--- src/radix_string_to_integer_defines.svh ---
// assertion macros shared by the radix string parser modules
// needs nothing else; files that check their own logic include it
`ifndef RADIX_STRING_TO_INTEGER_DEFINES_SVH
`define RADIX_STRING_TO_INTEGER_DEFINES_SVH

// condition must hold at every edge out of reset
`define RSTI_ASSERT_ALWAYS(label, clk, rstn, cond, msg) \
    label: assert property (@(posedge clk) disable iff (!rstn) (cond)) \
        else $error(msg);

// consequent must hold in the same cycle as the antecedent
`define RSTI_ASSERT_IMPLIES(label, clk, rstn, ante, cons, msg) \
    label: assert property (@(posedge clk) disable iff (!rstn) (ante) |-> (cons)) \
        else $error(msg);

// consequent must hold in the cycle after the antecedent
`define RSTI_ASSERT_NEXT(label, clk, rstn, ante, cons, msg) \
    label: assert property (@(posedge clk) disable iff (!rstn) (ante) |=> (cons)) \
        else $error(msg);

`endif

--- src/rsti_pkg.sv ---
// types and constants for the radix string parser
// used by the front, queue, back and top level; depends on nothing
package rsti_pkg;

    localparam int MAX_LEN     = 4096;
    localparam int POS_W       = $clog2(MAX_LEN + 1);
    localparam int BASE_W      = 6;
    localparam int CHAR_W      = 8;
    localparam int VALUE_W     = 64;
    localparam int OFFSET_W    = 13;
    localparam int ACC_W       = VALUE_W + BASE_W + 1;
    localparam int FIFO_DEPTH  = 2;

    localparam logic [VALUE_W-1:0] MAG_LIMIT = {1'b0, {(VALUE_W-1){1'b1}}};

    localparam logic [BASE_W-1:0] BASE_AUTO = 6'd0;
    localparam logic [BASE_W-1:0] BASE_DEC  = 6'd10;
    localparam logic [BASE_W-1:0] BASE_HEX  = 6'd16;
    localparam logic [BASE_W-1:0] BASE_MAX  = 6'd36;

    localparam logic [5:0] DIGIT_NONE   = 6'd63;
    localparam logic [5:0] LETTER_FIRST = 6'd10;

    localparam logic [CHAR_W-1:0] CH_ZERO  = 8'h30;
    localparam logic [CHAR_W-1:0] CH_NINE  = 8'h39;
    localparam logic [CHAR_W-1:0] CH_LA    = 8'h61;
    localparam logic [CHAR_W-1:0] CH_LZ    = 8'h7A;
    localparam logic [CHAR_W-1:0] CH_UA    = 8'h41;
    localparam logic [CHAR_W-1:0] CH_UZ    = 8'h5A;
    localparam logic [CHAR_W-1:0] CH_LX    = 8'h78;
    localparam logic [CHAR_W-1:0] CH_UX    = 8'h58;
    localparam logic [CHAR_W-1:0] CH_PLUS  = 8'h2B;
    localparam logic [CHAR_W-1:0] CH_MINUS = 8'h2D;
    localparam logic [CHAR_W-1:0] CH_SPACE = 8'h20;
    localparam logic [CHAR_W-1:0] CH_TAB   = 8'h09;
    localparam logic [CHAR_W-1:0] CH_CR    = 8'h0D;

    typedef enum logic [2:0] {
        PH_SPACE,
        PH_SIGNED,
        PH_ZERO,
        PH_DIGITS,
        PH_DONE
    } phase_t;

    // one classified character as it crosses the queue
    typedef struct packed {
        logic              is_space;
        logic              is_plus;
        logic              is_minus;
        logic              is_zero;
        logic              is_x;
        logic [5:0]        digit;
        logic              in_range;
        logic              first;
        logic              is_last;
        logic [BASE_W-1:0] base;
        logic [POS_W-1:0]  pos;
    } entry_t;

endpackage

--- src/rsti_front.sv ---
// front end: radix register, character classification and position count
// depends on rsti_pkg
module rsti_front (
    input  logic                          aclk,
    input  logic                          aresetn,
    input  logic                          cfg_valid,
    output logic                          cfg_ready,
    input  logic [rsti_pkg::BASE_W-1:0]   cfg_radix,
    input  logic                          s_valid,
    output logic                          s_ready,
    input  logic [rsti_pkg::CHAR_W-1:0]   s_char_code,
    input  logic                          s_is_last,
    input  logic                          q_full,
    output logic                          q_push,
    output rsti_pkg::entry_t              q_data
);

    logic [rsti_pkg::BASE_W-1:0] radix_reg;
    logic [rsti_pkg::POS_W-1:0]  pos_reg;
    logic [rsti_pkg::POS_W-1:0]  pos_next;
    logic                        in_range;

    assign cfg_ready = 1'b1;
    assign s_ready   = !q_full;
    assign q_push    = s_valid && s_ready;
    assign in_range  = pos_reg < rsti_pkg::POS_W'(rsti_pkg::MAX_LEN);

    always_ff @(posedge aclk) begin
        if (!aresetn) begin
            radix_reg <= rsti_pkg::BASE_AUTO;
        end else if (cfg_valid && cfg_ready) begin
            radix_reg <= cfg_radix;
        end
    end

    always_comb begin
        pos_next = pos_reg;
        if (q_push) begin
            if (s_is_last) begin
                pos_next = '0;
            end else if (in_range) begin
                pos_next = pos_reg + 1'b1;
            end
        end
    end

    always_ff @(posedge aclk) begin
        if (!aresetn) begin
            pos_reg <= '0;
        end else begin
            pos_reg <= pos_next;
        end
    end

    always_comb begin
        q_data          = '0;
        q_data.is_space = (s_char_code == rsti_pkg::CH_SPACE) ||
                          (s_char_code >= rsti_pkg::CH_TAB && s_char_code <= rsti_pkg::CH_CR);
        q_data.is_plus  = s_char_code == rsti_pkg::CH_PLUS;
        q_data.is_minus = s_char_code == rsti_pkg::CH_MINUS;
        q_data.is_zero  = s_char_code == rsti_pkg::CH_ZERO;
        q_data.is_x     = (s_char_code == rsti_pkg::CH_LX) || (s_char_code == rsti_pkg::CH_UX);
        // raw digit value regardless of base; the back end compares it with the base
        priority if (s_char_code >= rsti_pkg::CH_ZERO && s_char_code <= rsti_pkg::CH_NINE) begin
            q_data.digit = 6'(s_char_code - rsti_pkg::CH_ZERO);
        end else if (s_char_code >= rsti_pkg::CH_LA && s_char_code <= rsti_pkg::CH_LZ) begin
            q_data.digit = 6'(s_char_code - rsti_pkg::CH_LA) + rsti_pkg::LETTER_FIRST;
        end else if (s_char_code >= rsti_pkg::CH_UA && s_char_code <= rsti_pkg::CH_UZ) begin
            q_data.digit = 6'(s_char_code - rsti_pkg::CH_UA) + rsti_pkg::LETTER_FIRST;
        end else begin
            q_data.digit = rsti_pkg::DIGIT_NONE;
        end
        q_data.in_range = in_range;
        q_data.first    = pos_reg == '0;
        q_data.is_last  = s_is_last;
        q_data.base     = (radix_reg > rsti_pkg::BASE_MAX) ? rsti_pkg::BASE_MAX : radix_reg;
        q_data.pos      = pos_reg;
    end

endmodule

--- src/rsti_fifo.sv ---
// short queue of classified characters between front and back end
// depends on rsti_pkg and the shared assertion macros
`include "radix_string_to_integer_defines.svh"

module rsti_fifo (
    input  logic             aclk,
    input  logic             aresetn,
    input  logic             push,
    input  rsti_pkg::entry_t push_data,
    output logic             full,
    input  logic             pop,
    output logic             pop_valid,
    output rsti_pkg::entry_t pop_data
);

    localparam int PTR_W = (rsti_pkg::FIFO_DEPTH > 1) ? $clog2(rsti_pkg::FIFO_DEPTH) : 1;
    localparam int CNT_W = $clog2(rsti_pkg::FIFO_DEPTH + 1);

    rsti_pkg::entry_t   slot_reg [rsti_pkg::FIFO_DEPTH];
    logic [PTR_W-1:0]   wr_ptr_reg;
    logic [PTR_W-1:0]   rd_ptr_reg;
    logic [CNT_W-1:0]   count_reg;
    logic [CNT_W-1:0]   count_next;
    logic               do_push;
    logic               do_pop;

    assign full      = count_reg == CNT_W'(rsti_pkg::FIFO_DEPTH);
    assign pop_valid = count_reg != '0;
    assign pop_data  = slot_reg[rd_ptr_reg];
    assign do_push   = push && !full;
    assign do_pop    = pop && pop_valid;

    always_comb begin
        count_next = count_reg;
        unique case ({do_push, do_pop})
            2'b10:   count_next = count_reg + 1'b1;
            2'b01:   count_next = count_reg - 1'b1;
            default: count_next = count_reg;
        endcase
    end

    always_ff @(posedge aclk) begin
        if (do_push) begin
            slot_reg[wr_ptr_reg] <= push_data;
        end
    end

    always_ff @(posedge aclk) begin
        if (!aresetn) begin
            wr_ptr_reg <= '0;
            rd_ptr_reg <= '0;
            count_reg  <= '0;
        end else begin
            count_reg <= count_next;
            if (do_push) begin
                wr_ptr_reg <= (wr_ptr_reg == PTR_W'(rsti_pkg::FIFO_DEPTH - 1)) ?
                              '0 : wr_ptr_reg + 1'b1;
            end
            if (do_pop) begin
                rd_ptr_reg <= (rd_ptr_reg == PTR_W'(rsti_pkg::FIFO_DEPTH - 1)) ?
                              '0 : rd_ptr_reg + 1'b1;
            end
        end
    end

    `RSTI_ASSERT_ALWAYS(a_count_in_range, aclk, aresetn, count_reg <= CNT_W'(rsti_pkg::FIFO_DEPTH), "queue count beyond depth")
    `RSTI_ASSERT_IMPLIES(a_no_push_full, aclk, aresetn, push, !full, "push into full queue")
    `RSTI_ASSERT_IMPLIES(a_no_pop_empty, aclk, aresetn, pop, pop_valid, "pop from empty queue")

endmodule

--- src/rsti_back.sv ---
// back end: sign/prefix/digit sequencer, multiply-accumulate and result register
// depends on rsti_pkg and the shared assertion macros
`include "radix_string_to_integer_defines.svh"

module rsti_back (
    input  logic                            aclk,
    input  logic                            aresetn,
    input  logic                            e_valid,
    input  rsti_pkg::entry_t                e_data,
    output logic                            e_pop,
    output logic                            m_valid,
    input  logic                            m_ready,
    output logic signed [rsti_pkg::VALUE_W-1:0]  m_value,
    output logic [rsti_pkg::OFFSET_W-1:0]   m_stop_offset,
    output logic                            m_overflow
);

    rsti_pkg::phase_t              phase_reg, phase_next;
    logic [rsti_pkg::VALUE_W-1:0]  mag_reg, mag_next;
    logic                          neg_reg, neg_next;
    logic                          sat_reg, sat_next;
    logic [rsti_pkg::BASE_W-1:0]   wb_reg, wb_next;
    logic [rsti_pkg::POS_W-1:0]    stop_reg, stop_next;

    logic                          out_valid_reg;
    logic [rsti_pkg::VALUE_W-1:0]  out_mag_reg;
    logic                          out_neg_reg;
    logic [rsti_pkg::POS_W-1:0]    out_stop_reg;
    logic                          out_sat_reg;

    logic                          out_free;
    logic                          take_last;
    logic [rsti_pkg::BASE_W-1:0]   wb_cur;
    logic [rsti_pkg::BASE_W-1:0]   eff_base;
    logic                          do_digit;
    logic                          digit_ok;
    logic [rsti_pkg::ACC_W-1:0]    acc;
    logic                          acc_over;
    logic [rsti_pkg::POS_W-1:0]    pos_inc;

    assign out_free  = !out_valid_reg || m_ready;
    assign e_pop     = e_valid && (!e_data.is_last || out_free);
    assign take_last = e_pop && e_data.is_last;
    assign wb_cur    = e_data.first ? e_data.base : wb_reg;
    assign pos_inc   = e_data.pos + 1'b1;

    // base after any prefix decision, auto falls back to decimal
    assign eff_base  = (wb_next == rsti_pkg::BASE_AUTO) ? rsti_pkg::BASE_DEC : wb_next;
    assign digit_ok  = e_data.digit < eff_base;
    assign acc       = rsti_pkg::ACC_W'(mag_reg) * rsti_pkg::ACC_W'(eff_base) +
                       rsti_pkg::ACC_W'(e_data.digit);
    assign acc_over  = |acc[rsti_pkg::ACC_W-1:rsti_pkg::VALUE_W-1];

    always_comb begin
        phase_next = phase_reg;
        mag_next   = mag_reg;
        neg_next   = neg_reg;
        sat_next   = sat_reg;
        wb_next    = wb_reg;
        stop_next  = stop_reg;
        do_digit   = 1'b0;

        if (e_pop && e_data.in_range) begin
            wb_next = wb_cur;
            unique case (phase_reg)
                rsti_pkg::PH_SPACE, rsti_pkg::PH_SIGNED: begin
                    if (phase_reg == rsti_pkg::PH_SPACE && e_data.is_space) begin
                        stop_next = pos_inc;
                    end else if (phase_reg == rsti_pkg::PH_SPACE &&
                                 (e_data.is_plus || e_data.is_minus)) begin
                        neg_next   = e_data.is_minus;
                        stop_next  = pos_inc;
                        phase_next = rsti_pkg::PH_SIGNED;
                    end else if ((wb_cur == rsti_pkg::BASE_AUTO || wb_cur == rsti_pkg::BASE_HEX)
                                 && e_data.is_zero) begin
                        phase_next = rsti_pkg::PH_ZERO;
                        stop_next  = pos_inc;
                    end else begin
                        if (wb_cur == rsti_pkg::BASE_AUTO) begin
                            wb_next = rsti_pkg::BASE_DEC;
                        end
                        phase_next = rsti_pkg::PH_DIGITS;
                        do_digit   = 1'b1;
                    end
                end
                rsti_pkg::PH_ZERO: begin
                    if (e_data.is_x) begin
                        wb_next    = rsti_pkg::BASE_HEX;
                        phase_next = rsti_pkg::PH_DIGITS;
                        stop_next  = pos_inc;
                    end else begin
                        if (wb_cur == rsti_pkg::BASE_AUTO) begin
                            wb_next = rsti_pkg::BASE_DEC;
                        end
                        phase_next = rsti_pkg::PH_DIGITS;
                        do_digit   = 1'b1;
                    end
                end
                rsti_pkg::PH_DIGITS: begin
                    do_digit = 1'b1;
                end
                default: begin
                end
            endcase

            if (do_digit) begin
                if (!digit_ok) begin
                    phase_next = rsti_pkg::PH_DONE;
                end else begin
                    // once saturated further digits are consumed but the value sticks
                    if (sat_reg || acc_over) begin
                        sat_next = 1'b1;
                        mag_next = rsti_pkg::MAG_LIMIT;
                    end else begin
                        mag_next = acc[rsti_pkg::VALUE_W-1:0];
                    end
                    stop_next = pos_inc;
                end
            end
        end
    end

    always_ff @(posedge aclk) begin
        if (!aresetn) begin
            phase_reg <= rsti_pkg::PH_SPACE;
            mag_reg   <= '0;
            neg_reg   <= 1'b0;
            sat_reg   <= 1'b0;
            wb_reg    <= rsti_pkg::BASE_AUTO;
            stop_reg  <= '0;
        end else if (take_last) begin
            phase_reg <= rsti_pkg::PH_SPACE;
            mag_reg   <= '0;
            neg_reg   <= 1'b0;
            sat_reg   <= 1'b0;
            wb_reg    <= rsti_pkg::BASE_AUTO;
            stop_reg  <= '0;
        end else begin
            phase_reg <= phase_next;
            mag_reg   <= mag_next;
            neg_reg   <= neg_next;
            sat_reg   <= sat_next;
            wb_reg    <= wb_next;
            stop_reg  <= stop_next;
        end
    end

    // result beat register
    always_ff @(posedge aclk) begin
        if (!aresetn) begin
            out_valid_reg <= 1'b0;
        end else if (take_last) begin
            out_valid_reg <= 1'b1;
        end else if (m_ready) begin
            out_valid_reg <= 1'b0;
        end
    end

    always_ff @(posedge aclk) begin
        if (take_last) begin
            out_mag_reg  <= mag_next;
            out_neg_reg  <= neg_next;
            out_stop_reg <= stop_next;
            out_sat_reg  <= sat_next;
        end
    end

    assign m_valid       = out_valid_reg;
    assign m_value       = out_neg_reg ? -$signed(out_mag_reg) : $signed(out_mag_reg);
    assign m_stop_offset = rsti_pkg::OFFSET_W'(out_stop_reg);
    assign m_overflow    = out_sat_reg;

    `RSTI_ASSERT_IMPLIES(a_sat_pins_limit, aclk, aresetn, sat_reg, mag_reg == rsti_pkg::MAG_LIMIT, "saturated magnitude off limit")
    `RSTI_ASSERT_NEXT(a_clear_after_last, aclk, aresetn, take_last, phase_reg == rsti_pkg::PH_SPACE && mag_reg == '0, "state not cleared after end mark")
    `RSTI_ASSERT_ALWAYS(a_stop_bounded, aclk, aresetn, stop_reg <= rsti_pkg::POS_W'(rsti_pkg::MAX_LEN), "stop offset past string limit")

endmodule

--- src/radix_string_to_integer.sv ---
// Streaming strtol-style parser: one character per beat on s_, the beat with
// s_is_last set ends the string and yields exactly one beat on m_ (signed
// value saturated to +/-(2^63-1), offset of the first unconsumed character,
// overflow flag). Sustained rate is one character per clock, bounded by the
// back end's 64x6 multiply-accumulate loop, while m_ does not stall; the
// result passes the queue and the back end's result register on to m_. The
// radix (0 = auto, 1..36, above 36 taken as 36) is sampled at the first
// character of each string. Characters beyond 4096 are ignored.
// depends on rsti_pkg, rsti_front, rsti_fifo and rsti_back
module radix_string_to_integer (
    input  logic                                 aclk,
    input  logic                                 aresetn,
    input  logic                                 cfg_valid,
    output logic                                 cfg_ready,
    input  logic [rsti_pkg::BASE_W-1:0]          cfg_radix,
    input  logic                                 s_valid,
    output logic                                 s_ready,
    input  logic [rsti_pkg::CHAR_W-1:0]          s_char_code,
    input  logic                                 s_is_last,
    output logic                                 m_valid,
    input  logic                                 m_ready,
    output logic signed [rsti_pkg::VALUE_W-1:0]  m_value,
    output logic [rsti_pkg::OFFSET_W-1:0]        m_stop_offset,
    output logic                                 m_overflow
);

    rsti_pkg::entry_t push_data;
    rsti_pkg::entry_t pop_data;
    logic             push;
    logic             full;
    logic             pop;
    logic             pop_valid;

    rsti_front u_front (
        .aclk        (aclk),
        .aresetn     (aresetn),
        .cfg_valid   (cfg_valid),
        .cfg_ready   (cfg_ready),
        .cfg_radix   (cfg_radix),
        .s_valid     (s_valid),
        .s_ready     (s_ready),
        .s_char_code (s_char_code),
        .s_is_last   (s_is_last),
        .q_full      (full),
        .q_push      (push),
        .q_data      (push_data)
    );

    rsti_fifo u_fifo (
        .aclk      (aclk),
        .aresetn   (aresetn),
        .push      (push),
        .push_data (push_data),
        .full      (full),
        .pop       (pop),
        .pop_valid (pop_valid),
        .pop_data  (pop_data)
    );

    rsti_back u_back (
        .aclk          (aclk),
        .aresetn       (aresetn),
        .e_valid       (pop_valid),
        .e_data        (pop_data),
        .e_pop         (pop),
        .m_valid       (m_valid),
        .m_ready       (m_ready),
        .m_value       (m_value),
        .m_stop_offset (m_stop_offset),
        .m_overflow    (m_overflow)
    );

endmodule

--- config.mk ---
export PLATFORM = sky130hd
export DESIGN_NAME = radix_string_to_integer
export DESIGN_NICKNAME = d
export VERILOG_FILES = /design/src/rsti_pkg.sv /design/src/rsti_front.sv /design/src/rsti_fifo.sv /design/src/rsti_back.sv /design/src/radix_string_to_integer.sv
export VERILOG_INCLUDE_DIRS = /design/src /design/src/src
export SDC_FILE = /design/constraint.sdc
export NUM_CORES = 1
export LEC_CHECK = 0
export BUFFER_PORTS_ARGS = -buffer_cell sky130_fd_sc_hd__clkbuf_2
export CAP_MARGIN = 30
export CORE_MARGIN = 2
export CORE_UTILIZATION = 40
export CTS_CLUSTER_DIAMETER = 40
export DETAILED_ROUTE_END_ITERATION = 10
export PLACE_DENSITY = 0.59
export SLEW_MARGIN = 30
export SYNTH_ARGS = -nofsm -noshare
export SYNTH_HDL_FRONTEND = slang
export SYNTH_SLANG_ARGS = --single-unit
--- constraint.sdc ---
create_clock -name aclk -period 8.8 [get_ports aclk]
set_clock_uncertainty 0.05 [all_clocks]
set_input_delay 0.88 -clock aclk [delete_from_list [all_inputs] [get_ports aclk]]
set_output_delay 0.88 -clock aclk [all_outputs]
set_load 0.005 [all_outputs]
==> metrics.md <==
| Metric | Value |
|---|---|
| Nets in the synthesized netlist | 3,064 |
| H-tree depth | 2 |
| Combinational family with the most area after synthesis | adder cells |
| Floorplan Core Area | 61,900 um^2 |
| Flip-flop count of the largest register after layout | 66 |
| Vias after detailed routing | 19,600 |
| Status | completed |
| Inserted Clock Buffers | 42 |
| Most frequent cell on the critical path | sky130_fd_sc_hd__buf_4 |
| Utilization after layout | 45.5% |
| Largest stage delay on the critical path | 0.53 ns |
| Via density per instance | 5.55 |
| EDFF count, synth | 145 |
| Number of antenna violations at the first check in global routing | 2 |
| Worst Setup Path Type | flop to flop |
| Depth of the worst hold-timing path | 2 |
| Number of failing hold endpoints at the final stage | 0 |
| Fraction of registers with async set or reset after synthesis | 0% |
| Total of warnings raised by yosys | 0 |
| Max Root-Sink Buffers | 3 |
| Static leakage power | 12.0 nW |
| Starting Density | 40.6% |
| HPWL reported at the end of detailed placement | 51,100 um |
| Setup slack of the worst register-to-register path | 0.42 ns |
| Clock sinks | 258 |
| Maximum number of pins on one net before global-route repair | 82 |
| Area growth from synthesis to layout | 12.1% |
| Headroom to the max-slew limit | 38.7% |
| Type of the tightest min-delay check | flop to flop |
| Via count of the first global-routing pass | 20,100 |
| Boundary pin count | 101 |
| Minimum period implied by the final worst setup slack | 8.38 ns |
| Crit path buffers/inverters | 10 |
| Die span in y | 255 um |
| Slowest-stage cell, CP | sky130_fd_sc_hd__fa_1 |
| Fraction of final layout cells with drive strength greater than 1 | 10.9% |
| Distinct cell type count after synthesis | 77 |
| Beginning of the worst hold path | u_front.radix_reg[0] |
| Required @ worst endpoint | 9.02 ns |
| Number of setup violations in the final report | 0 |
| Register bit total from synthesis | 258 |
| Count of mapped cells out of synthesis | 2,622 |
| Routed len/inst | 19.0 um |
| Dominant register cell in the synthesized netlist | sky130_fd_sc_hd__edfxtp_1 |
| Parity-gate share of the synthesized area counting xor and xnor cells | 5.23% |
| Worst reg2reg endpoint | u_back.out_mag_reg[22] |
| Portion of the post-synthesis area used by sequential elements | 26.3% |
| Multiplexer area fraction after synthesis | 1.85% |
| Adder and majority cell fraction of the synthesized area | 28.5% |
| Power per Cell Area | 277 nW/um^2 |
| Sink of the worst hold path | u_front.radix_reg[0] |
| Count of port buffers added during placement | 99 |
| Clock slew at reported path FFs | 0.06 ns |
| Tightest Pin Transition | 0.920 ns |
| Maximum fanout along the worst path | 66 |
| Row count | 91 |
| WL final | 67,100 um |
| # DRC | 0 |
| Wire length of the first global-routing pass | 108,000 um |
| Weighted congestion at the end of routability-driven global placement | 0.934 |
| Number of slew-limit violations in the final report | 0 |
| Insertion delay of the later-clocked pin in the worst-skew pair | 0.59 ns |
| Cell Area, Synth | 25,100 um^2 |
| Remaining Overflow, GRT | 0 |
| Length in cells of the worst reg-to-reg path | 30 |
| Die X | 255 um |
| CTS Root Buffer Type | sky130_fd_sc_hd__clkbuf_16 |
| Number of nets in the final layout | 3,106 |
| Fin crit share | 95.2% |
| Mean instance size in the synthesized netlist | 9.59 um^2 |
| Number of detailed-routing iterations run before antenna repair | 5 |
| Total global-route track usage | 21.0% |
| Achievable frequency | 119 MHz |
| TritonCTS clock tree | yes |
| Starting DRT DRC Count | 1,200 |
| CP startpoint kind | flop |
| Final hold slack | 0.464 ns |
| Worst path top cell family by delay | adder cells |
| Crit path arrival time | 8.60 ns |
| Filler Cells Inserted | 5,955 |
| Compound-Gate Fraction of Synth Area | 13.4% |
| Share of synthesized cell area in and, or, nand and nor gates | 21.1% |
| # Max-Cap Violations | 0 |
| Worst vdd rail ir drop | 212 uV |
| Type of element capturing the critical path | flop |
| DIE AREA | 64,900 um^2 |
| Detail Route Antenna Nets | 0 |
-- report_power, final --
group	internal, mW	total, mW	switching, mW
combinational	1.50	4.05	2.55
clock	1.05	1.73	0.679
sequential	1.67	2.02	0.352
total	4.22	7.80	3.58
-- Yosys cell counts, types with 13 or more instances --
master                     count  area, um^2
sky130_fd_sc_hd__o31ai_1      28         210
sky130_fd_sc_hd__a211oi_1     49         368
sky130_fd_sc_hd__mux2_2       20         225
sky130_fd_sc_hd__a21oi_1     173         866
sky130_fd_sc_hd__nor3_1       36         180
sky130_fd_sc_hd__nor2b_1     199        1240
sky130_fd_sc_hd__fa_1        252        5040
sky130_fd_sc_hd__mux2i_1      24         240
sky130_fd_sc_hd__inv_1        79         297
sky130_fd_sc_hd__o21ai_0     102         510
sky130_fd_sc_hd__a311oi_1     20         175
sky130_fd_sc_hd__clkbuf_1    123         462
sky130_fd_sc_hd__and3_1       21         131
sky130_fd_sc_hd__xnor2_1     111         972
sky130_fd_sc_hd__and2_1      201        1260
sky130_fd_sc_hd__xor2_1       39         342
sky130_fd_sc_hd__nand3_1      24         120
sky130_fd_sc_hd__or3_1        13        81.3
sky130_fd_sc_hd__nand2b_1     29         181
sky130_fd_sc_hd__ha_1        170        2130
sky130_fd_sc_hd__a31oi_1      43         269
sky130_fd_sc_hd__nand4_1      43         269
sky130_fd_sc_hd__edfxtp_1    145        4350
sky130_fd_sc_hd__nor4_1       18         113
sky130_fd_sc_hd__dfxtp_1     113        2260
sky130_fd_sc_hd__nor2_1      192         721
sky130_fd_sc_hd__buf_2        22         110
sky130_fd_sc_hd__a21o_1       20         150
sky130_fd_sc_hd__nand2_1     163         612
-- area by class of cell --
| cell class | count | area [um^2] | share of cell area (%) |
|---|---|---|---|
| clock buffer | 47 | 1090 | 3.87 |
| multi-input combinational | 2133 | 17800 | 63.1 |
| tap | 837 | 1050 | 3.72 |
| sequential | 258 | 6620 | 23.5 |
| inverter | 79 | 297 | 1.05 |
| antenna | 1 | 2.50 | 0.00888 |
| timing repair buffer | 150 | 947 | 3.36 |
| clock inverter | 31 | 410 | 1.46 |
-- worst max-delay path by stage --
| stage | start | end | slack (ns) | cells after the start |
|---|---|---|---|---|
| CTS | flop | u_back.out_mag_reg[52] | 0.08 | 27 |
| finish | flop | u_back.out_mag_reg[22] | 0.42 | 30 |
| global placement | m_ready | u_back.out_mag_reg[24] | 0.02 | 27 |
| detailed placement | m_ready | u_back.out_mag_reg[52] | -0.04 | 26 |
| global route | flop | u_back.out_mag_reg[22] | -0.007 | 30 |
| floorplan | m_ready | u_back.out_mag_reg[24] | 0.77 | 30 |
-- routing by layer --
metal  vias to the layer above  share of wire, %  track usage (%)  wire [um]
met3                        96               6.1             3.72       4060
met4                         0               2.6             6.40       1760
met2                       548                46             33.4      30700
li1                       9262                 -                -          -
met5                         -                 0                0          0
met1                      9731                46             29.1      30700
-- through the flow --
| stage | total power [mW] | setup slack [ns] | cells | instance area (um^2) | TNS [ns] |
|---|---|---|---|---|---|
| 2_1_floorplan | 4.60 | 0.765 | 2622 | 25100 | 0 |
| 3_3_place_gp | 5.91 | 0.0181 | 3455 | 26600 | 0 |
| 3_5_place_dp | 5.98 | -0.0420 | 3455 | 26600 | -0.138 |
| 4_1_cts | 7.76 | 0.0836 | 3533 | 28100 | 0 |
| 5_1_grt | 8.38 | -0.00731 | 3535 | 28200 | -0.0111 |
| 6_report | 7.80 | 0.420 | 3536 | 28200 | 0 |
-- cell usage in the layout, fill, tap and decap left out, types with 79 or more instances in the layout --
cell type                  Yosys  layout
sky130_fd_sc_hd__clkbuf_2      0      99
sky130_fd_sc_hd__nor2_1      192     189
sky130_fd_sc_hd__nor2b_1     199     199
sky130_fd_sc_hd__edfxtp_1    145     145
sky130_fd_sc_hd__o21ai_0     102     101
sky130_fd_sc_hd__a21oi_1     173     171
sky130_fd_sc_hd__ha_1        170     170
sky130_fd_sc_hd__and2_1      201     200
sky130_fd_sc_hd__dfxtp_1     113     112
sky130_fd_sc_hd__fa_1        252     252
sky130_fd_sc_hd__nand2_1     163     163
sky130_fd_sc_hd__xnor2_1     111     111
sky130_fd_sc_hd__inv_1        79      79
-- logic make-up (layout without fill, tap and decap cells) --
family | Yosys count | in the layout
XOR/XNOR | 150 | 150
other | 1 | 2
buffers and inverters | 231 | 307
flip-flops | 258 | 258
AND/OR/NAND/NOR | 983 | 983
AO/OA/AOI/OAI | 533 | 533
multiplexers | 44 | 44
adder cells (fa/ha/maj) | 422 | 422
-- timing repair --
action,4_1_cts,5_1_grt
cloned,0,1
setup endpoints to repair,9,128
setup buffers,0,1
gates resized for setup,1,21
hold buffers,0,0
pin swaps,0,1
hold endpoints to repair,0,0
-- worst reg2reg max path: cells and delay by family (launching register included) --
kind,cells,cell delay (ns)
adders and majority gates,5,2.38
buffers and inverters,10,1.78
AOI/OAI and AO/OA,9,2.01
DFF,1,0.45
muxes,1,0.23
and+or+nand+nor,5,1.19
No activity file was read; power rests on OpenSTA's default activity.
